File: src/sv/bpc_pkg.sv
// Shared types and constants for the barometric compensation pipeline.
// No dependencies; every other file of the block imports this package.
`default_nettype none

package bpc_pkg;

   localparam int RAW_W      = 24;
   localparam int SC_W       = 31;
   localparam int FRAC       = 24;
   localparam int PIPE_DEPTH = 13;
   localparam int CSR_AW     = 5;
   localparam int CSR_DW     = 64;
   localparam int CALIB_C_W  = 40;

   // 2048/31 = 66 + 2/31; the remainder part is divided by reciprocal multiply
   localparam logic [6:0]  SCALE_WHOLE = 7'd66;
   localparam logic [4:0]  SCALE_BIAS  = 5'd15;
   localparam logic [25:0] RECIP_31    = 26'd34636834;
   localparam int          RECIP_SH    = 30;

   localparam logic [1:0] REG_CALIB_A = 2'd0;
   localparam logic [1:0] REG_CALIB_B = 2'd1;
   localparam logic [1:0] REG_CALIB_C = 2'd2;

   typedef struct packed {
      logic signed [RAW_W-1:0] press_code;
      logic signed [RAW_W-1:0] temp_code;
   } req_type;

   typedef struct packed {
      logic signed [31:0] temperature_q8;
      logic signed [31:0] pressure_q6;
      logic               saturated;
   } rsp_type;

   typedef struct packed {
      logic signed [11:0] c0;
      logic signed [11:0] c1;
      logic signed [19:0] c00;
      logic signed [19:0] c10;
      logic signed [15:0] c01;
      logic signed [15:0] c11;
      logic signed [15:0] c20;
      logic signed [15:0] c21;
      logic signed [15:0] c30;
      logic signed [11:0] c31;
      logic signed [11:0] c40;
   } coeff_type;

endpackage

`default_nettype wire

File: src/sv/bpc_csr.sv
// Calibration register file with APB-style access and coefficient unpacking.
// Depends on bpc_pkg.
`default_nettype none

module bpc_csr (
   input  wire logic                       clock,
   input  wire logic                       reset,
   input  wire logic                       psel,
   input  wire logic                       penable,
   input  wire logic                       pwrite,
   input  wire logic [bpc_pkg::CSR_AW-1:0] paddr,
   input  wire logic [bpc_pkg::CSR_DW-1:0] pwdata,
   output logic      [bpc_pkg::CSR_DW-1:0] prdata,
   output bpc_pkg::coeff_type              coeff_o
);
   import bpc_pkg::*;

   logic [63:0]          word_a_ff, word_a_in;
   logic [63:0]          word_b_ff, word_b_in;
   logic [CALIB_C_W-1:0] word_c_ff, word_c_in;
   logic                 wr_en;
   logic [1:0]           reg_idx;

   assign wr_en   = psel & penable & pwrite;
   assign reg_idx = paddr[4:3];

   always_comb begin
      word_a_in = word_a_ff;
      word_b_in = word_b_ff;
      word_c_in = word_c_ff;
      if (wr_en) begin
         unique case (reg_idx)
            REG_CALIB_A: word_a_in = pwdata;
            REG_CALIB_B: word_b_in = pwdata;
            REG_CALIB_C: word_c_in = pwdata[CALIB_C_W-1:0];
            default: ;
         endcase
      end
   end

   always_ff @(posedge clock) begin
      if (reset) begin
         word_a_ff <= '0;
         word_b_ff <= '0;
         word_c_ff <= '0;
      end else begin
         word_a_ff <= word_a_in;
         word_b_ff <= word_b_in;
         word_c_ff <= word_c_in;
      end
   end

   always_comb begin
      unique case (reg_idx)
         REG_CALIB_A: prdata = word_a_ff;
         REG_CALIB_B: prdata = word_b_ff;
         REG_CALIB_C: prdata = CSR_DW'(word_c_ff);
         default:     prdata = '0;
      endcase
   end

   assign coeff_o = coeff_type'({word_a_ff, word_b_ff, word_c_ff});

endmodule

`default_nettype wire

File: config.mk
export PLATFORM = sky130hd
export DESIGN_NAME = bpc_csr
export DESIGN_NICKNAME = d
export VERILOG_FILES = /design/src/sv/bpc_pkg.sv /design/src/sv/bpc_csr.sv
export SDC_FILE = /design/constraint.sdc
export NUM_CORES = 1
export LEC_CHECK = 0
export ABC_CLOCK_PERIOD_IN_PS = 2100
export BUFFER_PORTS_ARGS = -buffer_cell sky130_fd_sc_hd__buf_2
export CAP_MARGIN = 30
export CORE_AREA = 2 2 154 156
export CTS_CLUSTER_SIZE = 14
export DETAILED_ROUTE_END_ITERATION = 6
export DIE_AREA = 0 0 156 158
export PLACE_DENSITY = 0.71
export SETUP_SLACK_MARGIN = 0.4
export SLEW_MARGIN = 20
export SYNTH_ARGS = -nofsm -noshare
export SYNTH_HDL_FRONTEND = slang
export SYNTH_SLANG_ARGS = --single-unit
export TNS_END_PERCENT = 50
File: constraint.sdc
create_clock -name clock -period 2.1 [get_ports clock]
set_input_delay 0.21 -clock clock [delete_from_list [all_inputs] [get_ports clock]]
set_output_delay 0.21 -clock clock [all_outputs]
set_load 0.02 [all_outputs]
==> flow_metrics.py <==
metrics = {
    "cts": {
        "cts.hold.buffers_added": 0,
        "numCtsBuffers": 17,
        "clkSlewWorstSetupHoldPaths_ns": 0.07,
        "h-tree-depth": 4,
        "clock_latency_ns": 0.41,
        "cts-root-buf": "clkbuf_16",
        "clock_path_buffers": 2,
        "cts.sinks": 168,
        "cts_tree": "done",
    },
    "timing": {
        "finalSetupTns_ns": 0,
        "rsz0062_at_grt": "no",
        "setup_ws_ns": 0.518,
        "skew_ns": 0,
        "fmax_mhz": 632,
        "hold_viol": 0,
        "slew_violations": 0,
        "fin_crit_ns": 1.58,
        "worst_pin_slew_ns": 0.597,
        "slew_headroom": 0.602,
        "setup-violations-final": 0,
        "timing.final.crit_share": 0.753,
    },
    "critical_path": {
        "cp-endpoint": "prdata[14]",
        "crit_arrival_ns": 1.37,
        "path_cells": "buf_4 > buf_12 > mux2i_1 > o21ai_0 > buf_2",
        "worstReg2RegStart": "word_a_ff[54]$_SDFFE_PP0P_",
        "critical_path.startpoint": "paddr[3]",
        "endpoint_kind": "output pin",
        "worst-r2r-setup-slack_ns": 1.43,
        "cp_max_fo": 25,
        "worstPathRequired_ns": 1.89,
        "rr_worst_depth": 2,
        "critical-path-max-stage-delay_ns": 0.34,
        "crit_type": "primary input to output pin",
        "crit_path_start_kind": "primary input",
        "crit_slowest_cell": "buf_4",
        "r2r-end": "word_a_ff[54]$_SDFFE_PP0P_",
    },
    "global_routing": {
        "grt_pass1_vias": 6161,
        "grtUsageTotal": 0.170,
        "grt_pass1_wl_um": 33100,
        "antenna_found_initial": 1,
        "grt_overflow": 0,
        "grt_start_max_net_pins": 119,
    },
    "routing": {
        "wl_met1_um": 9480,
        "routed.top_layer": "met4",
        "routed_via_density": 4.70,
        "vias": 6506,
        "dr_wl_met2_um": 10300,
        "met3WireLength_um": 1290,
        "drtIter0Drc": 232,
        "drtAntennaViolNets": 0,
        "wl_per_cell_um": 15.4,
        "first_pass_iters": 4,
        "finalWirelength_um": 21300,
        "drc": 0,
    },
    "synth": {
        "synth-xor-area-share": 0,
        "synth-compound-area-share": 0.0252,
        "syn-num-nets": 880,
        "synth_mux_area_frac": 0.292,
        "ys_ff_latch": 168,
        "synth_common_cells": "mux2i_1 (232), nand2b_1 (232), dfxtp_1 (168)",
        "synth_top_family_by_area": "multiplexers",
        "synth_area_leaders": "dfxtp_1 (42%), mux2i_1 (29%), nand2b_1 (18%)",
        "synth_area_per_cell_um2": 9.85,
        "synthSimpleGateAreaFrac": 0.219,
        "synthFlopType": "dfxtp_1",
        "synth_edf_count": 0,
        "netlist_area_um2": 7940,
        "synth_top_area_frac": 0.424,
        "ys_warn_count": 0,
        "synth_fa_ha_area_frac": 0,
        "syn_inst": 806,
        "yosys.area.top_type": "dfxtp_1",
        "synth.distinct_cells": 17,
        "async_flop_share": 0,
        "ys_seq_area_frac": 0.424,
    },
    "die": {
        "core_area_um2": 23100,
        "rows": 56,
        "die_x_um": 156,
        "die_area_um2": 24600,
        "num_io_pins": 306,
        "initial_core_util": 0.344,
        "die_y_um": 158,
    },
    "finish": {
        "drive_gt1_frac": 0.323,
        "syn_to_final_growth_pct": 30.0,
        "fin_nets": 1155,
        "final_util": 0.448,
    },
    "placed_design": {
        "portBuffers": 302,
        "place.gp.congestion": 0.761,
        "dp_hpwl_um": 15200,
        "detailedPlace.worstSlack_ns": 0.297,
    },
    "power": {
        "p_sw_frac": 0.246,
        "combinationalPowerShare": 0.085,
        "seq_power_share": 0.468,
        "power_frac_clock": 0.447,
        "p_int_mw": 5.26,
        "ir_drop_mv": 0.401,
        "power.leakage_nw": 5.30,
        "power_density_nw_per_um2": 676,
        "power.switching_mw": 1.72,
    },
    "hold_path": {
        "hp-class": "primary input to flop",
    },
    "status": {
        "status": "finished clean",
    },
    "run": {
        "max-cap-violations": 0,
    },
}
[cell usage in the layout, fill, tap and decap left out, drive strengths merged]
cell type	n
clkinvlp	4
nor3b	1
nand4	1
clkinv	2
dfxtp	168
clkbuf	19
nor2b	1
or3b	1
or3	1
o21ai	40
nor2	24
diode	1
bufinv	2
inv	5
nand2	40
buf	318
nand2b	232
nand3	1
mux2i	232
nor3	1
[logic make-up (layout without fill, tap and decap cells)]
logic type / Yosys count / count (layout)
buffers and inverters: 63 / 350
AOI/OAI and AO/OA: 40 / 40
DFF: 168 / 168
muxes: 232 / 232
other: 0 / 1
and+or+nand+nor: 303 / 303
[power by group through the flow]
stage / combinational (mW) / clock (mW) / sequential, mW
floorplan: 0.336 / 0 / 3.38
global placement: 0.591 / 0 / 3.33
detailed placement: 0.598 / 0 / 3.33
CTS: 0.601 / 3.20 / 3.26
global route: 0.642 / 3.36 / 3.27
finish: 0.593 / 3.12 / 3.26
[worst min-delay path by stage]
| stage | startpoint | end | slack, ns | depth (start not counted) |
|---|---|---|---|---|
| after CTS | pwdata[57] | word_a_ff[57]$_SDFFE_PP0P_ | 0.04 | 3 |
| after detailed placement | word_a_ff[0]$_SDFFE_PP0P_ | word_a_ff[0]$_SDFFE_PP0P_ | 0.47 | 2 |
| after global routing | pwdata[46] | word_a_ff[46]$_SDFFE_PP0P_ | 0.06 | 3 |
| final | pwdata[57] | word_a_ff[57]$_SDFFE_PP0P_ | 0.06 | 3 |
| after global placement | word_a_ff[39]$_SDFFE_PP0P_ | word_a_ff[39]$_SDFFE_PP0P_ | 0.47 | 2 |
| after floorplan | pwdata[42] | word_b_ff[42]$_SDFFE_PP0P_ | 0.39 | 2 |
[sequential cells by signal (all words and copies together), names as in the netlist]
signal	flops
word_c_ff	40
word_a_ff	64
word_b_ff	64
[cell type report]
class	instances	area, um^2
Antenna cell	1	2.50
Clock buffer	18	429
Clock inverter	13	146
Fill cell	2196	12700
Multi-Input combinational cell	575	4280
Sequential cell	168	3360
Tap cell	290	363
Timing Repair Buffer	319	1740
[layer usage]
metal,global-route usage,up-vias
met5,0,-
met4,0.0511,0
met3,0.0474,17
met2,0.296,205
met1,0.206,3048
li1,-,3236
[worst max-delay path, delay by kind of cell]
family | cells | cell delay (ns)
compound gates | 1 | 0.21
buf+inv | 3 | 0.81
mux | 1 | 0.10
[per-stage QoR]
stage	cells	total power, mW	hold WS (ns)	cell area [um^2]
5_1_grt	1383	7.27	0.0551	10300
4_1_cts	1383	7.07	0.0438	10300
3_5_place_dp	1351	3.93	0.474	9730
2_1_floorplan	806	3.71	0.386	7940
6_report	1384	6.97	0.0642	10300
3_3_place_gp	1351	3.92	0.471	9730
[what timing repair did]
action | 4_1_cts | 5_1_grt
setup buffers | 1 | 0
endpoints found under the setup margin | 31 | 13
gates resized for setup | 0 | 2
cloned | 0 | 0
(Power assumes the default switching activity.)
