`config.mk`:
```
export PLATFORM = sky130hd
export DESIGN_NAME = bpc_scale
export DESIGN_NICKNAME = d
export VERILOG_FILES = /design/src/sv/bpc_pkg.sv /design/src/sv/bpc_scale.sv
export SDC_FILE = /design/constraint.sdc
export NUM_CORES = 1
export LEC_CHECK = 0
export ABC_CLOCK_PERIOD_IN_PS = 32400
export BUFFER_PORTS_ARGS = -buffer_cell sky130_fd_sc_hd__buf_2
export CORE_MARGIN = 4
export CORE_UTILIZATION = 45
export CTS_CLUSTER_DIAMETER = 80
export DETAILED_ROUTE_END_ITERATION = 8
export GPL_ROUTABILITY_DRIVEN = 0
export SLEW_MARGIN = 20
export SYNTH_ARGS = -nofsm -noshare
export SYNTH_HDL_FRONTEND = slang
export SYNTH_SLANG_ARGS = --single-unit
```
`constraint.sdc`:
```
create_clock -name clock -period 32.4 [get_ports clock]
set_clock_uncertainty 0.15 [all_clocks]
set_input_delay 9.72 -clock clock [delete_from_list [all_inputs] [get_ports clock]]
set_output_delay 9.72 -clock clock [all_outputs]
set_load 0.01 [all_outputs]
```
`src/sv/bpc_pkg.sv`:
```
// Shared types and constants for the barometric compensation pipeline.
// No dependencies; every other file of the block imports this package.
`default_nettype none

package bpc_pkg;

   localparam int RAW_W      = 24;
   localparam int SC_W       = 31;
   localparam int FRAC       = 24;
   localparam int PIPE_DEPTH = 13;
   localparam int CSR_AW     = 5;
   localparam int CSR_DW     = 64;
   localparam int CALIB_C_W  = 40;

   // 2048/31 = 66 + 2/31; the remainder part is divided by reciprocal multiply
   localparam logic [6:0]  SCALE_WHOLE = 7'd66;
   localparam logic [4:0]  SCALE_BIAS  = 5'd15;
   localparam logic [25:0] RECIP_31    = 26'd34636834;
   localparam int          RECIP_SH    = 30;

   localparam logic [1:0] REG_CALIB_A = 2'd0;
   localparam logic [1:0] REG_CALIB_B = 2'd1;
   localparam logic [1:0] REG_CALIB_C = 2'd2;

   typedef struct packed {
      logic signed [RAW_W-1:0] press_code;
      logic signed [RAW_W-1:0] temp_code;
   } req_type;

   typedef struct packed {
      logic signed [31:0] temperature_q8;
      logic signed [31:0] pressure_q6;
      logic               saturated;
   } rsp_type;

   typedef struct packed {
      logic signed [11:0] c0;
      logic signed [11:0] c1;
      logic signed [19:0] c00;
      logic signed [19:0] c10;
      logic signed [15:0] c01;
      logic signed [15:0] c11;
      logic signed [15:0] c20;
      logic signed [15:0] c21;
      logic signed [15:0] c30;
      logic signed [11:0] c31;
      logic signed [11:0] c40;
   } coeff_type;

endpackage

`default_nettype wire

```
`src/sv/bpc_scale.sv`:
```
// Two-stage scaler: raw 24-bit sample times 2^24/253952, rounded, to Q7.24.
// Depends on bpc_pkg.
`default_nettype none

module bpc_scale (
   input  wire logic                             clock,
   input  wire logic signed [bpc_pkg::RAW_W-1:0] raw_i,
   output logic signed      [bpc_pkg::SC_W-1:0]  sc_o
);
   import bpc_pkg::*;

   logic [RAW_W-1:0] mag;
   logic [RAW_W:0]   num;
   logic [50:0]      prod_in, prod_ff;
   logic [29:0]      whole_in, whole_ff;
   logic             neg_ff;
   logic [29:0]      quot;
   logic signed [SC_W-1:0] sc_in, sc_ff;

   assign mag      = raw_i[RAW_W-1] ? (~raw_i + 1'b1) : raw_i;
   assign num      = {mag, 1'b0} + (RAW_W+1)'(SCALE_BIAS);
   assign prod_in  = 51'(num) * 51'(RECIP_31);
   assign whole_in = 30'(mag) * 30'(SCALE_WHOLE);

   always_ff @(posedge clock) begin
      prod_ff  <= prod_in;
      whole_ff <= whole_in;
      neg_ff   <= raw_i[RAW_W-1];
   end

   assign quot  = whole_ff + 30'(prod_ff >> RECIP_SH);
   assign sc_in = neg_ff ? -signed'({1'b0, quot}) : signed'({1'b0, quot});

   always_ff @(posedge clock) begin
      sc_ff <= sc_in;
   end

   assign sc_o = sc_ff;

endmodule

`default_nettype wire

```
==> flow_summary.yaml, run 1 <==
clock_tree:
  tritoncts: "yes"
  h-tree-depth: 3
  cts-buffers-inserted: 9
  clk_root_buffer_cell: "clkbuf_16"
  cts_setup_buffers: 0
  path_clk_slew_ns: 0.06
  hold_buffers: 0
  cts.sinks: 82
  cts.repair.resized: 0
  clock_path_buffers: 2
  clk_latency_ns: 0.34
detailed_routing:
  drt-pass1-iter-count: 5
  finalWirelength_mm: 24.4
  route.vias.total: 8228
  routedWlPerCell_um: 15.4
  route.detailed.drc: 0
  drtIter0Drc: 405
  final_antenna_net_count: 0
  vias_per_cell: 5.19
global_routing:
  grt_max_degree: 35
  antenna_found_initial: 0
  grt_pass1_vias: 7964
  overflow: 0
  grt.total_usage_pct: 18.6
  grt_pass1_wl_mm: 40.0
critical_path:
  cp-end-kind: "flip-flop"
  cp.arrival_ns: 18.18
  critical_path.max_stage_delay_ns: 0.60
  critPathRequiredTime_ns: 32.47
  crit_top_cell: "inv_1"
  ff2ff_path_depth: 11
  crit_path_start: "raw_i[0]"
  r2r-end: "sc_o[27]$_DFF_P_"
  slowest_stage: "nor4_1"
  cp-start-kind: "input pin"
  crit_fanout: 10
  criticalPathCategory: "input pin to flip-flop"
  worstReg2RegStart: "whole_ff[1]$_DFF_P_"
  r2r_setup_slack_ns: 28.16
floorplan:
  die_area_mm2: 0.0267
  die_y_um: 163
  row_count: 56
  num_io_pins: 56
  start_util_pct: 46.0
  core_region_area_mm2: 0.0236
  die_w_um: 163
outcome:
  outcome: "finished, final reports clean"
sta:
  slew_violations: 0
  rsz0062_at_grt: "no"
  max_freq_ghz: 0.0552
  period_minus_slack_ns: 18.11
  tightest_slew_ns: 0.924
  setup_viol: 0
  post-route-period-util_pct: 55.9
  hold_viol: 0
  whs_ns: 0.232
  setup_tns_ns: 0
  maxSlewHeadroom_pct: 38.3
synth:
  syn_avg_cell_area_um2: 8.98
  ys_types: 76
  yosys.area.top_type_share_pct: 29.8
  yosysWarnings: 0
  ys.flop_type: "dfxtp_1"
  async_reset_ff_share_pct: 0
  synth.area.top_cells: "ha_1, dfxtp_1, fa_1, xnor2_1, inv_1"
  synth_edf_count: 0
  synth_seq_area_share_pct: 15.1
  yosysTopAreaCell: "ha_1"
  yosysMostFrequentCell: "ha_1"
  synth_area_mm2: 0.0109
  synth_seq_cells: 82
  yosys-top-cells-count: "ha_1, inv_1, dfxtp_1"
  syn_inst: 1209
  synth.net_count: 1552
finish:
  fill_cells: 2266
  syn2layout_area_growth_pct: 8.54
  drive_above_1_share_pct: 8.13
  antennaDiodeCount: 0
  fin_nets: 1605
hold_path:
  holdPathEnd: "sc_o[0]$_DFF_P_"
  holdPathStages: 0
  hold_path.class: "flip-flop to flip-flop"
  min-delay-start: "prod_ff[30]$_DFF_P_"
pwr:
  pwr_density_cell_mw_per_mm2: 107
  leakage_nw: 5.97
  max-vdd-ir-drop_v: 0.0000611
  total_power_mw: 1.26
placed_design:
  dp_hpwl_mm: 21.7
  port_buffers: 55
run:
  drv_cap: 0
-- how the worst max path moves through the flow --
stage / slack (ns) / cells past startpoint / endpoint
2_1_floorplan: 15.01 / 29 / prod_ff[50]$_DFF_P_
3_3_place_gp: 14.23 / 28 / prod_ff[50]$_DFF_P_
3_5_place_dp: 13.99 / 28 / prod_ff[50]$_DFF_P_
4_1_cts: 14.33 / 29 / prod_ff[50]$_DFF_P_
5_1_grt: 13.69 / 29 / prod_ff[50]$_DFF_P_
6_report: 14.29 / 29 / prod_ff[50]$_DFF_P_
-- state kept, by name, summed over array words and instances (netlist names) --
register  flops
sc_o         31
prod_ff      21
neg_ff        1
whole_ff     29
-- metal layers --
metal	global-route usage, %	up-vias	part of all wire, %
li1	-	4327	-
met1	27.1	3727	52
met2	29.3	141	43
met3	1.82	33	2.9
met4	5.57	0	2.4
met5	0	-	0
-- cells by family (layout without fill, tap and decap cells) --
group,after synthesis,count (layout),share of synthesized area (%)
AO/OA/AOI/OAI,227,227,14.5
XOR/XNOR,119,119,9.80
buffers and inverters,200,258,7.00
AND/OR/NAND/NOR,261,261,12.6
multiplexers,2,2,0.184
flip-flops,82,82,15.1
adder cells (fa/ha/maj),318,318,40.7
-- layout make-up --
cell class                 count  area, um2  share of cell area, %
clock buffer                  11        233                   1.97
clock inverter                 5       78.8                  0.669
inverter                     187        702                   5.95
multi-input combinational    927       8460                   71.8
sequential                    82       1640                   13.9
tap                          319        399                   3.39
timing repair buffer          55        275                   2.33
-- stage by stage --
step | setup slack (ns) | cells | util (%) | cell area, um2
floorplan | 15.01 | 1209 | - | 10900
global placement | 14.23 | 1570 | 48.6 | 11500
detailed placement | 13.99 | 1570 | 48.6 | 11500
CTS | 14.33 | 1586 | 49.9 | 11800
global route | 13.69 | 1586 | 49.9 | 11800
finish | 14.29 | 1586 | 49.9 | 11800
-- critical path, delay by kind of cell --
family | cells | cell delay [ns]
xor gates and xnor gates | 2 | 0.40
AOI/OAI and AO/OA | 5 | 1.68
and+or+nand+nor | 9 | 3.01
buffers and inverters | 6 | 0.57
adders and majority gates | 7 | 2.78
-- layout by cell type (no fill, tap or decap), types with 12 or more instances in the layout --
master     n
o21ai_0   39
nand3_1   19
nor2_1    57
o31ai_1   19
a21o_1    24
a21oi_1   56
nand2_1   51
fa_1      59
nor3_1    32
xnor2_1   81
ha_1     259
dfxtp_1   82
xor2_1    35
inv_1    184
buf_2     55
or3_1     12
-- power breakdown --
| part | switching [mW] | total, mW | internal, mW |
|---|---|---|---|
| logic | 0.570 | 0.986 | 0.416 |
| registers | 0.0175 | 0.172 | 0.154 |
| clock network | 0.0382 | 0.105 | 0.0673 |
(Power assumes the default switching activity.)
==> run 2, diff against run 1 <==
--- a/config.mk
+++ b/config.mk
@@ -5,7 +5,7 @@
 export SDC_FILE = /design/constraint.sdc
 export NUM_CORES = 1
 export LEC_CHECK = 0
-export ABC_CLOCK_PERIOD_IN_PS = 32400
+export ABC_CLOCK_PERIOD_IN_PS = 17400
 export BUFFER_PORTS_ARGS = -buffer_cell sky130_fd_sc_hd__buf_2
 export CORE_MARGIN = 4
 export CORE_UTILIZATION = 45
==> constraint.sdc (replaced) <==
create_clock -name clock -period 17.4 [get_ports clock]
set_clock_uncertainty 0.15 [all_clocks]
set_input_delay 5.22 -clock clock [delete_from_list [all_inputs] [get_ports clock]]
set_output_delay 5.22 -clock clock [all_outputs]
set_load 0.01 [all_outputs]
==> run 2 against run 1 <==
- global-route usage grew 0.35 points
- via count fell by 0.13%
- cell count is the same
- sequential share of layout area is essentially flat
- power is 85% higher
- flip-flop and latch count unchanged
- first-iteration DRC count rose by 22%
- register-to-register slack lost 15 ns
- critical endpoint unchanged
==> flow_summary.yaml, run 2 (synthesis results as in run 1) <==
outcome:
  outcome: "finished, final reports clean"
critical_path:
  worstReg2RegStart: "whole_ff[1]$_DFF_P_"
  criticalPathCategory: "input pin to flip-flop"
  ff2ff_path_depth: 11
  crit_path_start: "raw_i[3]"
  r2r-end: "sc_o[26]$_DFF_P_"
  crit_fanout: 9
  cp-start-kind: "input pin"
  cp.arrival_ns: 13.68
  critPathRequiredTime_ns: 17.48
  cp-end-kind: "flip-flop"
  r2r_setup_slack_ns: 13.15
finish:
  antennaDiodeCount: 0
  fill_cells: 2266
  final_common_cell: "ha_1"
  final_cell_mix: "ha_1, inv_1, dfxtp_1"
  syn2layout_area_growth_pct: 8.24
  fin_nets: 1605
  drive_above_1_share_pct: 8.29
  multi_input_area_mm2: 0.00846
  seqCellArea_mm2: 0.00164
  largest_reg_flops: 31
global_routing:
  antenna_found_initial: 0
  grt.total_usage_pct: 19.0
  grt_pass1_vias: 8034
  overflow: 0
  grt_pass1_wl_mm: 40.7
  grt_max_degree: 35
detailed_routing:
  route.vias.total: 8217
  final_antenna_net_count: 0
  routedWlPerCell_um: 15.4
  finalWirelength_mm: 24.5
  vias_per_cell: 5.18
  drt-pass1-iter-count: 6
  drtIter0Drc: 496
  route.detailed.drc: 0
sta:
  tightest_slew_ns: 0.920
  max_freq_ghz: 0.0735
  setup_viol: 0
  post-route-period-util_pct: 78.2
  hold_viol: 0
  setup_tns_ns: 0
  setup_slack_ns: 3.80
  slew_violations: 0
  period_minus_slack_ns: 13.60
  rsz0062_at_grt: "no"
  maxSlewHeadroom_pct: 38.6
floorplan:
  row_count: 56
  die_y_um: 163
  die_area_mm2: 0.0267
  start_util_pct: 46.0
  die_w_um: 163
  core_region_area_mm2: 0.0236
  num_io_pins: 56
placed_design:
  port_buffers: 55
  dp_hpwl_mm: 21.7
  pre_cts_ws_ns: 3.51
clock_tree:
  cts-buffers-inserted: 9
  tritoncts: "yes"
  path_clk_slew_ns: 0.06
  cts.repair.resized: 0
  h-tree-depth: 3
  clock_path_buffers: 2
  clk_root_buffer_cell: "clkbuf_16"
  cts_setup_buffers: 0
  cts.sinks: 82
  clk_latency_ns: 0.35
  hold_buffers: 0
hold_path:
  min-delay-start: "prod_ff[30]$_DFF_P_"
  holdPathEnd: "sc_o[0]$_DFF_P_"
  holdPathStages: 0
  hold_path.class: "flip-flop to flip-flop"
pwr:
  max-vdd-ir-drop_v: 0.000141
  leakage_nw: 5.94
  total_power_mw: 2.34
  pwr_density_cell_mw_per_mm2: 199
run:
  drv_cap: 0
## run 2: cell count changes in the layout (fill, tap and decap cells not counted), sizes merged
cell      before  now
bufinv         2    0
clkinv         3    2
clkbuf        11    9
clkinvlp       0    3
inv          187  189
## run 2: layout make-up
type | instances | area share [%]
Inverter | 187 | 5.97
Timing Repair Buffer | 55 | 2.34
Tap cell | 319 | 3.40
Clock inverter | 7 | 0.458
Clock buffer | 9 | 1.92
Multi-Input combinational cell | 927 | 72.0
Sequential cell | 82 | 14.0
## run 2: how the worst max path moves through the flow
stage	endpoint	slack [ns]	cells past startpoint
final	prod_ff[50]$_DFF_P_	3.80	28
after global routing	prod_ff[50]$_DFF_P_	3.13	29
after CTS	prod_ff[50]$_DFF_P_	3.85	29
after detailed placement	prod_ff[50]$_DFF_P_	3.51	28
after global placement	prod_ff[50]$_DFF_P_	3.73	28
after floorplan	prod_ff[50]$_DFF_P_	4.51	29
## run 2: per-layer routing
metal	track usage (%)	wire length (um)
met4	6.25	621
met2	29.7	10400
met5	0	0
met1	27.8	12600
met3	1.41	795
## run 2: where the power goes
part,switching (mW),total (mW),internal [mW]
clock,0.0785,0.176,0.0974
combinational,1.06,1.84,0.776
sequential,0.0327,0.319,0.287
## run 2: worst max-delay path, cell delays in order
cell and delay, ns:
buf_2 0.12, or3_1 0.50, or4_4 0.55, or4b_4 0.50, or2_1 0.34, o21ai_1 0.19
xor2_1 0.14, or4_1 0.57, nor2_1 0.21, xnor2_1 0.25, ha_1 0.32, ha_1 0.32
inv_1 0.07, fa_1 0.48, inv_1 0.06, fa_1 0.53, inv_1 0.05, fa_1 0.52
inv_1 0.04, ha_1 0.31, a21oi_1 0.15, o21ai_0 0.13, a2111oi_0 0.60, nor4_1 0.20
nor3_1 0.48, o311ai_0 0.32, and3_1 0.23, a311o_1 0.28
## run 2: through the flow
step / std cells / hold WS [ns] / cell area, um2 / util [%]
3_3_place_gp: 1570 / 0.214 / 11500 / 48.6
5_1_grt: 1586 / 0.245 / 11800 / 49.8
2_1_floorplan: 1209 / 0.202 / 10900 / -
3_5_place_dp: 1570 / 0.236 / 11500 / 48.6
4_1_cts: 1586 / 0.243 / 11800 / 49.8
6_report: 1586 / 0.239 / 11800 / 49.8
==> run 3, diff against run 2 <==
--- a/config.mk
+++ b/config.mk
@@ -5,7 +5,7 @@
 export SDC_FILE = /design/constraint.sdc
 export NUM_CORES = 1
 export LEC_CHECK = 0
-export ABC_CLOCK_PERIOD_IN_PS = 17400
+export ABC_CLOCK_PERIOD_IN_PS = 14150
 export BUFFER_PORTS_ARGS = -buffer_cell sky130_fd_sc_hd__buf_2
 export CORE_MARGIN = 4
 export CORE_UTILIZATION = 45
==> constraint.sdc (replaced) <==
create_clock -name clock -period 14.15 [get_ports clock]
set_clock_uncertainty 0.15 [all_clocks]
set_input_delay 4.245 -clock clock [delete_from_list [all_inputs] [get_ports clock]]
set_output_delay 4.245 -clock clock [all_outputs]
set_load 0.01 [all_outputs]
==> run 3 against run 2 <==
- register-to-register slack got worse by 3.2 ns
- hold slack got worse by 0.0096 ns
- cell count about the same
- wire length about the same
- sequential power increased by 23%
- non-clock buffer count unchanged
- sequential share of layout area about the same
- die area unchanged
- power increased by 24%
- clock power increased by 35%
- largest cell class unchanged
- largest power group unchanged
- highest routed layer is now met5
==> flow_summary.yaml, run 3 (synthesis results as in run 1) <==
clock_tree:
  path_clk_slew_ns: 0.06
  clk_latency_ns: 0.33
  cts.sinks: 82
  tritoncts: "yes"
  cts_setup_buffers: 0
  clk_root_buffer_cell: "clkbuf_16"
  cts.repair.resized: 0
  clock_path_buffers: 2
  cts-buffers-inserted: 9
  hold_buffers: 0
  h-tree-depth: 3
floorplan:
  core_region_area_mm2: 0.0236
  num_io_pins: 56
  start_util_pct: 46.0
  die_y_um: 163
  die_area_mm2: 0.0267
  die_w_um: 163
  row_count: 56
finish:
  antennaDiodeCount: 0
  final_cell_mix: "ha_1, inv_1, dfxtp_1"
  fin_area_mm2: 0.0118
  drive_above_1_share_pct: 8.14
  final_common_cell: "ha_1"
  fill_cells: 2292
  fin_cells: 1585
  largest_reg_flops: 31
  syn2layout_area_growth_pct: 8.51
  fin_nets: 1605
critical_path:
  critPathRequiredTime_ns: 14.22
  r2r_setup_slack_ns: 9.92
  ff2ff_path_depth: 11
  criticalPathCategory: "input pin to flip-flop"
  crit_fanout: 10
  critical_path.max_stage_delay_ns: 0.60
  cp-start-kind: "input pin"
  worstReg2RegStart: "whole_ff[1]$_DFF_P_"
  r2r-end: "sc_o[27]$_DFF_P_"
  cp-end-kind: "flip-flop"
  cp.arrival_ns: 12.70
  slowest_stage: "or3b_2"
  crit_top_cell: "inv_1"
global_routing:
  grt_pass1_wl_mm: 40.7
  grt_max_degree: 35
  grt_pass1_vias: 8061
  overflow: 0
  antenna_found_initial: 1
  grt.total_usage_pct: 18.9
hold_path:
  hold_path.class: "flip-flop to flip-flop"
  min-delay-start: "prod_ff[30]$_DFF_P_"
  holdPathEnd: "sc_o[0]$_DFF_P_"
  holdPathStages: 0
placed_design:
  dp_hpwl_mm: 21.7
  port_buffers: 55
  dp_cells: 1570
  placed_area_mm2: 0.0115
  pre_cts_ws_ns: 1.21
sta:
  setup_slack_ns: 1.51
  max_freq_ghz: 0.0791
  tightest_slew_ns: 0.925
  maxSlewHeadroom_pct: 38.2
  hold_viol: 0
  post-route-period-util_pct: 89.3
  period_minus_slack_ns: 12.64
  slew_violations: 0
  setup_tns_ns: 0
  setup_viol: 0
  rsz0062_at_grt: "no"
detailed_routing:
  final_antenna_net_count: 0
  route.vias.total: 8271
  vias_per_cell: 5.22
  route.detailed.drc: 0
  drtIter0Drc: 396
  drt-pass1-iter-count: 5
  finalWirelength_mm: 24.5
  routedWlPerCell_um: 15.5
pwr:
  max-vdd-ir-drop_v: 0.000140
  pwr_density_cell_mw_per_mm2: 245
  leakage_nw: 5.96
run:
  drv_cap: 0
outcome:
  outcome: "finished, final reports clean"
run 3: changes by cell type in the layout (fill, tap and decap cells not counted), sizes merged:
| cell | delta |
|---|---|
| clkbuf | +1 |
| clkinvlp | -1 |
| bufinv | +2 |
| clkinv | -1 |
| inv | -2 |
run 3: worst max path at each step:
stage	from	to	slack [ns]	cells past startpoint
floorplan	raw_i[3]	prod_ff[50]$_DFF_P_	2.24	29
global placement	raw_i[3]	prod_ff[50]$_DFF_P_	1.45	28
detailed placement	raw_i[0]	prod_ff[50]$_DFF_P_	1.21	29
CTS	raw_i[0]	prod_ff[50]$_DFF_P_	1.57	29
global route	raw_i[0]	prod_ff[50]$_DFF_P_	0.78	29
finish	raw_i[0]	prod_ff[50]$_DFF_P_	1.51	29
run 3: per-stage QoR:
step | total power, mW | util (%) | hold WS (ns)
floorplan | 2.12 | - | 0.202
global route | 3.26 | 49.9 | 0.232
detailed placement | 2.65 | 48.6 | 0.222
global placement | 2.63 | 48.6 | 0.214
finish | 2.89 | 49.9 | 0.229
CTS | 2.91 | 49.9 | 0.229
run 3: critical path: cells and delay by family:
family / cells / cell delay, ns
xor gates and xnor gates: 2 / 0.41
and+or+nand+nor: 8 / 2.87
adders and majority gates: 7 / 2.77
buffers and inverters: 6 / 0.58
AOI/OAI and AO/OA: 6 / 1.83
run 3: cell type report:
type	instances	area [um2]	area share, %
inverters	187	702	5.96
repair buffers	55	275	2.34
multi-input cells	927	8460	71.8
clock buffers	10	229	1.94
well taps	319	399	3.39
clock inverters	5	80.1	0.679
flip-flops and latches	82	1640	13.9
run 3: where the power goes:
part | switching, mW | internal (mW)
Sequential | 0.0390 | 0.353
Clock | 0.0848 | 0.153
Combinational | 1.31 | 0.953
Total | 1.43 | 1.46
run 3: routing by layer:
| layer | track usage, % | share of wire [%] |
|---|---|---|
| met4 | 4.96 | 2.2 |
| met5 | 0 | 0.053 |
| met3 | 2.25 | 3.7 |
| met1 | 27.6 | 51 |
| met2 | 29.7 | 43 |
