==> config.mk <==
export PLATFORM = sky130hd
export DESIGN_NAME = bpc_round_sat
export DESIGN_NICKNAME = d
export VERILOG_FILES = /design/src/sv/bpc_pkg.sv /design/src/sv/bpc_round_sat.sv
export SDC_FILE = /design/constraint.sdc
export NUM_CORES = 1
export LEC_CHECK = 0
export BUFFER_PORTS_ARGS = -buffer_cell sky130_fd_sc_hd__buf_2
export CAP_MARGIN = 10
export CORE_AREA = 2 2 68 96
export CTS_BUF_LIST = sky130_fd_sc_hd__clkbuf_8
export DETAILED_ROUTE_END_ITERATION = 6
export DIE_AREA = 0 0 70 98
export GPL_ROUTABILITY_DRIVEN = 0
export PLACE_DENSITY = 0.8
export SYNTH_ARGS = -nofsm -noshare
export SYNTH_HDL_FRONTEND = slang
export SYNTH_SLANG_ARGS = --single-unit
==> constraint.sdc <==
create_clock -name clock -period 2.9 [get_ports clock]
set_input_delay 0.58 -clock clock [delete_from_list [all_inputs] [get_ports clock]]
set_output_delay 0.58 -clock clock [all_outputs]
set_load 0.05 [all_outputs]
==> src/sv/bpc_pkg.sv <==
// Shared types and constants for the barometric compensation pipeline.
// No dependencies; every other file of the block imports this package.
`default_nettype none

package bpc_pkg;

   localparam int RAW_W      = 24;
   localparam int SC_W       = 31;
   localparam int FRAC       = 24;
   localparam int PIPE_DEPTH = 13;
   localparam int CSR_AW     = 5;
   localparam int CSR_DW     = 64;
   localparam int CALIB_C_W  = 40;

   // 2048/31 = 66 + 2/31; the remainder part is divided by reciprocal multiply
   localparam logic [6:0]  SCALE_WHOLE = 7'd66;
   localparam logic [4:0]  SCALE_BIAS  = 5'd15;
   localparam logic [25:0] RECIP_31    = 26'd34636834;
   localparam int          RECIP_SH    = 30;

   localparam logic [1:0] REG_CALIB_A = 2'd0;
   localparam logic [1:0] REG_CALIB_B = 2'd1;
   localparam logic [1:0] REG_CALIB_C = 2'd2;

   typedef struct packed {
      logic signed [RAW_W-1:0] press_code;
      logic signed [RAW_W-1:0] temp_code;
   } req_type;

   typedef struct packed {
      logic signed [31:0] temperature_q8;
      logic signed [31:0] pressure_q6;
      logic               saturated;
   } rsp_type;

   typedef struct packed {
      logic signed [11:0] c0;
      logic signed [11:0] c1;
      logic signed [19:0] c00;
      logic signed [19:0] c10;
      logic signed [15:0] c01;
      logic signed [15:0] c11;
      logic signed [15:0] c20;
      logic signed [15:0] c21;
      logic signed [15:0] c30;
      logic signed [11:0] c31;
      logic signed [11:0] c40;
   } coeff_type;

endpackage

`default_nettype wire

==> src/sv/bpc_round_sat.sv <==
// Two-stage output conversion: round to nearest (ties away from zero) by SH
// bits, then clamp to signed 32 bits. Depends on bpc_pkg.
`default_nettype none

module bpc_round_sat #(
   parameter int W  = 58,
   parameter int SH = 18
) (
   input  wire logic                clock,
   input  wire logic signed [W-1:0] x_i,
   output logic signed      [31:0]  q_o,
   output logic                     clip_o
);
   import bpc_pkg::*;

   localparam int RW = W + 1 - SH;
   localparam int EW = (RW > 32) ? RW : 33;
   localparam logic signed [W:0]    HALF    = signed'((W+1)'(1) << (SH-1));
   localparam logic signed [W:0]    HALF_M1 = HALF - (W+1)'(1);
   localparam logic signed [EW-1:0] MAX_V   = EW'(34'sd2147483647);
   localparam logic signed [EW-1:0] MIN_V   = -MAX_V - EW'(1);

   logic signed [W:0]    sum;
   logic signed [RW-1:0] rnd_in, rnd_ff;
   logic signed [EW-1:0] ext;
   logic signed [31:0]   q_in, q_ff;
   logic                 clip_in, clip_ff;

   assign sum    = (W+1)'(x_i) + (x_i[W-1] ? HALF_M1 : HALF);
   assign rnd_in = RW'(sum >>> SH);

   always_ff @(posedge clock) begin
      rnd_ff <= rnd_in;
   end

   assign ext = EW'(rnd_ff);

   always_comb begin
      clip_in = 1'b1;
      priority if (ext > MAX_V) begin
         q_in = MAX_V[31:0];
      end else if (ext < MIN_V) begin
         q_in = MIN_V[31:0];
      end else begin
         q_in    = ext[31:0];
         clip_in = 1'b0;
      end
   end

   always_ff @(posedge clock) begin
      q_ff    <= q_in;
      clip_ff <= clip_in;
   end

   assign q_o    = q_ff;
   assign clip_o = clip_ff;

endmodule

`default_nettype wire

==> results by group, run 1 <==
Worst setup path
  – Worst path slowest cell: nor4_1
  – Worst r2r src: ext[31]
  – Crit path depth: 11
  – Worst Path Required: 3.16 ns
  – Crit path top cell by count: buf_4
  – Max incr delay on CP: 0.36 ns
  – Crit-path cells: buf_2, buf_4, ha_1, o21a_1, o21bai_1, a211o_1, o21ai_1, nand3_2, buf_4, nor4_1, xor2_1
  – Reg2reg path depth: 4
  – Buf/Inv on CP: 3
  – CP endpoint kind: register
  – Origin of the worst setup path: x_i[57]
  – Kind of critical path: in -> reg
  – Largest delay contributor family on the critical path: compound AO/OA/AOI/OAI gates
  – Critical Path AT: 2.84 ns
  – CP startpoint kind: primary input
  – Crit Path Max Fanout: 21

Timing
  – Final Skew: 0.003810 ns
  – Minimum clock period: 2.582 ns
  – Actual slew at the worst max-slew pin: 0.7920 ns
  – Fin crit share: 89.02%
  – TNS Setup: 0 ns
  – PnR worst setup slack: 0.3185 ns
  – Slew Limit Fails: 0
  – Final hold violation count: 0
  – RSZ-0062 raised after global routing: false
  – # setup viols final: 0
  – Fmax: 387.4 MHz
  – Slew HR: 47.20%

CTS
  – Number of CTS-inserted buffers: 9
  – Post-CTS setup buffer count: 0
  – Clock Pin Slew Worst Setup and Hold Paths: 0.07 ns
  – CTS max path bufs: 2
  – Clock Latency Late Sink: 0.33 ns
  – H-tree Lvls: 3
  – Hold-fix buffers, CTS: 0
  – Clock Tree Root: clkbuf_8
  – Resized Gates After CTS: 0
  – TritonCTS Sinks: 74
  – CTS tree: built

Placement
  – Hpwl dp: 4.808 mm
  – # port buffers: 91
  – DP Worst Slack: -0.02335 ns

Drt
  – First-iteration detailed-routing DRC count: 76
  – DR pass1 iterations: 4
  – Final wirelength: 6.153 mm
  – Final ANT Viol Nets: 0
  – Final routed DRC violation total: 0
  – Via count: 2553
  – WL/cell: 12.61 um
  – Vias per cell: 5.232

Run
  – Max Cap Viol: 0

Die
  – Die area: 6860 sq um
  – Height of the die: 98 um
  – Io pins: 92
  – Die width: 70 um
  – CORE AREA: 6041 sq um
  – Starting density of the core: 51.24%
  – Cell Rows: 34

Synthesis
  – Synth cell types: 35
  – Syn nets: 392
  – Flops & latches, synth: 74
  – Yosys Warn Count: 0
  – Sequential share of the synthesized area: 47.86%
  – Syn_area_per_cell: 9.796 sq um
  – Cell Area, Synth: 3095 sq um
  – Syn Inst Count: 316

Min path
  – Hold Path Stages: 0
  – Hold_sp: ext[40]
  – Worst hold-check path type: reg -> reg

Power
  – PD cells: 549.1 nW/um^2
  – P_leak: 1.717 nW
  – Peak supply drop: 0.2620 mV

Outcome
  – Outcome: complete, no violations

Global routing
  – Largest net degree at the start of global routing: 33
  – Initial antenna violation count: 0
  – Vias in the first global route: 2519
  – First-pass GRT wire length: 10.52 mm
  – Total gr overflow: 0
  – All-Layer GR Usage: 19.05%

Cells and area
  – Antenna diodes: 0
  – Area Overhead vs Synth: 23.40%
  – Final net count: 489
  – Most common cell after layout, fill and taps aside: buf_2
  – Fill cells: 523
  – Share of post-route cells with drive strength above 1: 28.13%
  – Commonest cells after routing, fill and taps aside: buf_2 (91), dfxtp_1 (74), o21a_1 (32), nand2_1 (23), xor2_1 (20)
==> where the power goes <==
part	switching, W	total, W	internal (W)
registers	0.0000175	0.00110	0.00108
clock network	0.000313	0.000625	0.000312
logic	0.000243	0.000372	0.000129
==> logic make-up (layout without fill, tap and decap cells) <==
family	after synthesis	count (layout)	share of synthesized area, %
and+or+nand+nor	97	97	17.26
DFF	74	74	47.86
AOI/OAI and AO/OA	65	65	14.19
xor gates and xnor gates	38	38	10.75
buffers and inverters	25	125	3.072
adders and majority gates	17	17	6.871
==> registers in the layout, indices dropped and copies added, names as in the netlist <==
signal  cells
q_o        32
ext        41
clip_o      1
==> cell type report <==
class	instances	area, sq um	share of cell area [%]
Clock inverter	4	15.01	0.3931
Multi-Input combinational cell	217	1539	40.29
Clock buffer	10	137.6	3.603
Sequential cell	74	1481	38.78
Inverter	13	48.80	1.277
Tap cell	72	90.09	2.358
Timing Repair Buffer	98	508.0	13.30
==> cell usage after synthesis (all sizes together) <==
cell,instances,area (sq um)
a21oi,14,70.07
o21a,32,240.2
and3,7,53.80
o21bai,2,15.01
clkbuf,11,41.29
dfxtp,74,1481
o21ai,5,25.02
nand4,9,56.30
and4,1,8.760
or3,1,6.260
xor2,20,175.2
o31ai,1,7.510
a2111oi,1,8.760
or4,1,11.26
a211o,1,8.760
xnor2,18,157.7
o211ai,3,22.52
and2,4,25.02
nor2,13,48.80
a211oi,3,22.52
buf,1,5.000
nand2b,1,6.260
ha,17,212.7
nor4,8,50.05
nand2,23,86.33
nor3,15,86.34
inv,13,48.80
nor2b,2,12.51
a31oi,3,18.77
nand3,12,82.58
==> worst register-to-register path, stage by stage (launching register included) <==
cell	delay [ns]
dfxtp_1	0.33
nand4_1	0.17
o31ai_4	0.73
buf_4	0.32
o21a_1	0.16
==> path summary, 6_finish.rpt <==
kind	to	slack (ns)
worst max-delay path	ext[31]	0.32
worst min-delay path	q_o[31]	0.42
worst max register to register	q_o[4]	1.14
worst min register to register	q_o[31]	0.42
==> per-stage QoR <==
| stage | hold WS [ns] | power [W] | utilization (%) | std cells | instance area, sq um |
|---|---|---|---|---|---|
| final | 0.4191 | 0.002097 | 63.24 | 488 | 3820 |
| after global routing | 0.4250 | 0.002216 | 63.24 | 488 | 3820 |
| after CTS | 0.4212 | 0.002115 | 63.24 | 488 | 3820 |
| after detailed placement | 0.4167 | 0.001496 | 60.71 | 474 | 3667 |
| after global placement | 0.4109 | 0.001485 | 60.71 | 474 | 3667 |
| after floorplan | 0.4180 | 0.001369 | - | 316 | 3095 |
==> routing by layer <==
metal  GRT usage [%]  up-vias  routed length (um)
li1                -     1297                   -
met1           20.29     1164                2385
met2           34.14       78                3267
met3           4.644       14                 345
met4           10.21        0                 154
met5               0        -                   0
Note: power is estimated with default switching activity, not from simulation.
==> inputs of run 2 (changes only) <==
- PLACE_DENSITY: 0.8 -> 0.81
==> run 2 against run 1 <==
- cell area increased by 2.1%
- worst hold slack better by 0.0057 ns
- largest power group unchanged
- sequential share of layout area down 0.80 points
- highest routed layer unchanged
==> results by group, run 2 (synthesis gave the netlist of run 1 again) <==
Worst setup path
  – Kind of critical path: in -> reg (unchanged)
  – CP startpoint kind: primary input (unchanged)
  – Worst Path Required: 3.16 ns (about the same)
  – Critical Path AT: 2.82 ns (was 2.84 ns)
  – Flop2flop setup slack: 1.36 ns (was 1.14 ns)
  – Crit Path Max Fanout: 20 (was 21)
  – CP endpoint kind: register (unchanged)

CTS
  – TritonCTS Sinks: 74 (unchanged)
  – Clock Tree Root: clkbuf_8 (unchanged)
  – CTS tree: built (unchanged)
  – Clock Latency Late Sink: 0.33 ns (about the same)
  – CTS max path bufs: 2 (unchanged)
  – Resized Gates After CTS: 0 (unchanged)
  – H-tree Lvls: 3 (unchanged)
  – Number of CTS-inserted buffers: 9 (unchanged)
  – Hold-fix buffers, CTS: 0 (unchanged)
  – Post-CTS setup buffer count: 0 (unchanged)
  – Clock Pin Slew Worst Setup and Hold Paths: 0.08 ns (was 0.07 ns)

Global routing
  – Vias in the first global route: 2470 (was 2519)
  – Total gr overflow: 0 (unchanged)
  – First-pass GRT wire length: 10.27 mm (was 10.52 mm)
  – Initial antenna violation count: 0 (unchanged)
  – Largest net degree at the start of global routing: 24 (was 33)
  – All-Layer GR Usage: 18.62% (was 19.05%)

Timing
  – Slew Limit Fails: 0 (unchanged)
  – Actual slew at the worst max-slew pin: 0.4939 ns (was 0.7920 ns)
  – TNS Setup: 0 ns (unchanged)
  – # setup viols final: 0 (unchanged)
  – PnR worst setup slack: 0.3378 ns (was 0.3185 ns)
  – Final Skew: 0.007615 ns (was 0.003810 ns)
  – Hold WS: 0.4249 ns (was 0.4191 ns)
  – Final hold violation count: 0 (unchanged)
  – RSZ-0062 raised after global routing: false (unchanged)
  – Fin crit share: 88.35% (was 89.02%)
  – Fmax: 390.3 MHz (was 387.4 MHz)
  – Slew HR: 66.97% (was 47.20%)
  – Minimum clock period: 2.562 ns (was 2.582 ns)

Drt
  – Vias per cell: 5.197 (was 5.232)
  – DR pass1 iterations: 4 (unchanged)
  – Via count: 2557 (was 2553)
  – Final routed DRC violation total: 0 (unchanged)
  – Final wirelength: 6.050 mm (was 6.153 mm)
  – WL/cell: 12.30 um (was 12.61 um)
  – First-iteration detailed-routing DRC count: 74 (was 76)
  – Final ANT Viol Nets: 0 (unchanged)

Die
  – Die width: 70 um (unchanged)
  – Cell Rows: 34 (unchanged)
  – Io pins: 92 (unchanged)
  – Height of the die: 98 um (unchanged)
  – Die area: 6860 sq um (unchanged)
  – Starting density of the core: 51.24% (unchanged)
  – CORE AREA: 6041 sq um (unchanged)

Cells and area
  – Commonest cells after routing, fill and taps aside: buf_2 (91), dfxtp_1 (74), o21a_1 (32), nand2_1 (23), xor2_1 (20) (unchanged)
  – Most common cell after layout, fill and taps aside: buf_2 (unchanged)
  – Share of post-route cells with drive strength above 1: 29.76% (was 28.13%)
  – Area Overhead vs Synth: 25.99% (was 23.40%)
  – Max reg flops: 41 (unchanged)
  – Post-Layout Inst Area: 3900 sq um (was 3820 sq um)
  – Final std cells w/o fill: 492 (was 488)
  – Final net count: 491 (was 489)
  – Antenna diodes: 0 (unchanged)

Placement
  – DP Worst Slack: 0.001475 ns (was -0.02335 ns)
  – Cells after DPL: 476 (was 474)
  – Hpwl dp: 4.736 mm (was 4.808 mm)
  – Placed instance area: 3682 sq um (was 3667 sq um)
  – # port buffers: 91 (unchanged)

Power
  – Peak supply drop: 0.2389 mV (was 0.2620 mV)
  – P_leak: 1.740 nW (was 1.717 nW)
  – PD cells: 592.2 nW/um^2 (was 549.1 nW/um^2)

Run
  – Max Cap Viol: 0 (unchanged)

Outcome
  – Outcome: complete, no violations (unchanged)

Min path
  – Worst hold-check path type: reg -> reg (unchanged)
## run 2: cell types whose count changed in the layout (fill, tap and decap cells not counted), sizes merged
cell	previous run	this run
clkbuf	10	9
inv	17	13
clkinvlp	0	2
bufinv	0	2
buf	98	100
clkinv	0	3
## run 2: worst max-delay path: stages
cell and delay (ns):
buf_2 0.20, ha_1 0.33, nand4_1 0.13, a2111oi_0 0.44, a211oi_1 0.08, o21ai_1 0.21
nand3_2 0.14, buf_4 0.22, nor4_1 0.30, xor2_1 0.19
## run 2: per-stage QoR
stage | util [%] | total power [W]
2_1_floorplan | - | 0.001369
3_3_place_gp | 60.96 | 0.001488
3_5_place_dp | 60.96 | 0.001498
4_1_cts | 64.56 | 0.002335
5_1_grt | 64.56 | 0.002417
6_report | 64.56 | 0.002310
## run 2: cell type report
class / count / area, sq um
inverters: 13 / 48.80
flip-flops and latches: 74 / 1481
well taps: 72 / 90.09
clock buffers: 9 / 123.9
clock inverters: 7 / 93.84
fillers: 516 / 2141
multi-input cells: 217 / 1539
repair buffers: 100 / 523.0
## run 2: final timing paths
kind / from / end / depth (start not counted)
worst max register to register: ext[33] / q_o[14] / 4
worst min-delay path: ext[40] / q_o[31] / 0
worst max-delay path: x_i[57] / ext[25] / 10
worst min register to register: ext[40] / q_o[31] / 0
## run 2: per-layer routing
metal	track usage, %	wire length (um)	share of wire [%]
met1	19.52	2424	40
met2	33.92	3240	54
met3	5.160	335	5.5
met4	8.728	49	0.81
met5	0	0	0
## run 2: power by group
part	total, W	switching, W	internal [W]
registers	0.00110	0.0000189	0.00108
clock network	0.000834	0.000352	0.000482
logic	0.000375	0.000243	0.000131
total	0.00231	0.000614	0.00170
==> inputs of run 3 (changes only) <==
- BUFFER_PORTS_ARGS: -buffer_cell sky130_fd_sc_hd__buf_2 -> unset
- CORE_AREA: 2 2 68 96 -> 2 2 64 90
- DIE_AREA: 0 0 70 98 -> 0 0 66 92
- DONT_BUFFER_PORTS: unset -> 1
- PLACE_DENSITY: 0.81 -> 0.75
- SETUP_SLACK_MARGIN: unset -> 0.1
==> run 3 against run 2 <==
- die area fell by 11%
- non-clock buffer count decreased by 96
- combinational power down 56%
- power down 5.9%
- fmax is 8.3% higher
==> results by group, run 3 (synthesis gave the netlist of run 1 again) <==
Drt
  – First-iteration detailed-routing DRC count: 98 (was 74)
  – WL/cell: 15.00 um (was 12.30 um)
  – Final routed DRC violation total: 0 (unchanged)
  – Via count: 2188 (was 2557)
  – Vias per cell: 5.582 (was 5.197)
  – Final ANT Viol Nets: 0 (unchanged)
  – Final wirelength: 5.879 mm (was 6.050 mm)
  – DR pass1 iterations: 4 (unchanged)

Outcome
  – Outcome: complete, no violations (unchanged)

Timing
  – Slew Limit Fails: 0 (unchanged)
  – Slew HR: 65.34% (was 66.97%)
  – TNS Setup: 0 ns (unchanged)
  – Fmax: 422.6 MHz (was 390.3 MHz)
  – Minimum clock period: 2.366 ns (was 2.562 ns)
  – RSZ-0062 raised after global routing: false (unchanged)
  – Final hold violation count: 0 (unchanged)
  – # setup viols final: 0 (unchanged)
  – Fin crit share: 81.59% (was 88.35%)
  – Final Skew: 0.009346 ns (was 0.007615 ns)
  – Actual slew at the worst max-slew pin: 0.5192 ns (was 0.4939 ns)

Worst setup path
  – CP startpoint kind: primary input (unchanged)
  – Kind of critical path: in -> reg (unchanged)
  – Worst Path Required: 3.18 ns (was 3.16 ns)
  – CP endpoint kind: register (unchanged)
  – Critical Path AT: 2.64 ns (was 2.82 ns)
  – Crit Path Max Fanout: 27 (was 20)

Global routing
  – Initial antenna violation count: 0 (unchanged)
  – Largest net degree at the start of global routing: 33 (was 24)
  – Total gr overflow: 0 (unchanged)
  – Vias in the first global route: 2152 (was 2470)
  – First-pass GRT wire length: 9.556 mm (was 10.27 mm)
  – All-Layer GR Usage: 21.17% (was 18.62%)

Power
  – Switch share: 26.34% (was 26.60%)
  – Part of the power in combinational logic: 7.6% (was 16.2%)
  – P_sw: 0.0005723 W (was 0.0006144 W)
  – Clock power frac: 36.4% (was 36.1%)
  – P_leak: 1.343 nW (was 1.740 nW)
  – Power, Total: 0.002172 W (was 0.002310 W)
  – PD cells: 640.9 nW/um^2 (was 592.2 nW/um^2)
  – Sequential power share: 56.0% (was 47.7%)
  – Pint: 0.001600 W (was 0.001695 W)
  – Peak supply drop: 0.2717 mV (was 0.2389 mV)

CTS
  – Clock Tree Root: clkbuf_8 (unchanged)
  – Clock Pin Slew Worst Setup and Hold Paths: 0.07 ns (was 0.08 ns)
  – Clock Latency Late Sink: 0.34 ns (was 0.33 ns)
  – Hold-fix buffers, CTS: 0 (unchanged)
  – TritonCTS Sinks: 74 (unchanged)
  – H-tree Lvls: 3 (unchanged)
  – Resized Gates After CTS: 0 (unchanged)
  – Number of CTS-inserted buffers: 9 (unchanged)
  – CTS tree: built (unchanged)
  – CTS max path bufs: 2 (unchanged)
  – Post-CTS setup buffer count: 0 (unchanged)

Die
  – CORE AREA: 5365 sq um (was 6041 sq um)
  – Io pins: 92 (unchanged)
  – Cell Rows: 32 (was 34)
  – Die area: 6072 sq um (was 6860 sq um)
  – Starting density of the core: 57.70% (was 51.24%)
  – Height of the die: 92 um (was 98 um)
  – Die width: 66 um (was 70 um)

Cells and area
  – Fill cells: 449 (was 516)
  – Area Overhead vs Synth: 9.499% (was 25.99%)
  – Final design utilization: 63.18% (was 64.56%)
  – Antenna diodes: 0 (unchanged)
  – Final net count: 395 (was 491)
  – Share of post-route cells with drive strength above 1: 8.642% (was 29.76%)
  – Max reg flops: 41 (unchanged)
  – Most common cell after layout, fill and taps aside: dfxtp_1 (was buf_2)
  – Commonest cells after routing, fill and taps aside: dfxtp_1 (74), o21a_1 (32), nand2_1 (23), xor2_1 (20), xnor2_1 (18) (was buf_2 (91), dfxtp_1 (74), o21a_1 (32), nand2_1 (23), xor2_1 (20))

Placement
  – Hpwl dp: 4.312 mm (was 4.736 mm)
  – # port buffers: 0 (was 91)

Min path
  – Worst hold-check path type: in -> reg (was reg -> reg)

Run
  – Max Cap Viol: 0 (unchanged)
## run 3: cell count changes in the layout (fill, tap and decap cells not counted), sizes merged
| cell | change |
|---|---|
| bufinv | -1 |
| buf | -96 |
| inv | +1 |
| clkinv | -2 |
| clkbuf | +2 |
## run 3: area by class of cell
type / instances / area, sq um / share of cell area [%]
Clock buffer: 11 / 151.4 / 4.467
Clock inverter: 5 / 53.80 / 1.587
Inverter: 13 / 48.80 / 1.440
Tap cell: 68 / 85.08 / 2.510
Multi-Input combinational cell: 217 / 1539 / 45.40
Timing Repair Buffer: 4 / 30.03 / 0.8859
Sequential cell: 74 / 1481 / 43.71
## run 3: final timing paths
path | start | to | slack [ns] | cells after the start
worst min-delay path | x_i[54] | ext[36] | 0.32 | 1
worst min register to register | ext[40] | q_o[31] | 0.42 | 0
worst max-delay path | x_i[57] | ext[31] | 0.53 | 9
worst max register to register | ext[33] | q_o[1] | 1.47 | 4
## run 3: critical path: stages
cell	delay (ns)
ha_1	0.27
nand4_1	0.11
a2111oi_0	0.48
a211oi_1	0.08
o21ai_1	0.22
nand3_2	0.11
buf_4	0.24
nor4_1	0.37
xor2_1	0.17
## run 3: per-stage QoR
step                      cells  cell area (sq um)  hold WS (ns)  setup slack [ns]
after global routing        392               3390        0.2980            0.3296
final                       392               3390        0.3220            0.5338
after floorplan             316               3095        0.4180            0.3838
after global placement      376               3184        0.4110            0.2606
after CTS                   392               3390        0.3115            0.5355
after detailed placement    376               3184        0.4125            0.1629
## run 3: routing by layer
layer	share of wire [%]	wire length (um)	track usage [%]
met4	1.9	110	10.71
met3	7.8	460	8.344
met2	53	3124	37.71
met1	37	2183	20.52
met5	0	0	0
## run 3: power groups by stage
| stage | combinational, W | clock (W) | sequential (W) |
|---|---|---|---|
| 3_5_place_dp | 0.000165 | 0 | 0.00124 |
| 3_3_place_gp | 0.000159 | 0 | 0.00124 |
| 5_1_grt | 0.000190 | 0.000859 | 0.00122 |
| 4_1_cts | 0.000167 | 0.000806 | 0.00122 |
| 2_1_floorplan | 0.000136 | 0 | 0.00123 |
| 6_report | 0.000164 | 0.000791 | 0.00122 |
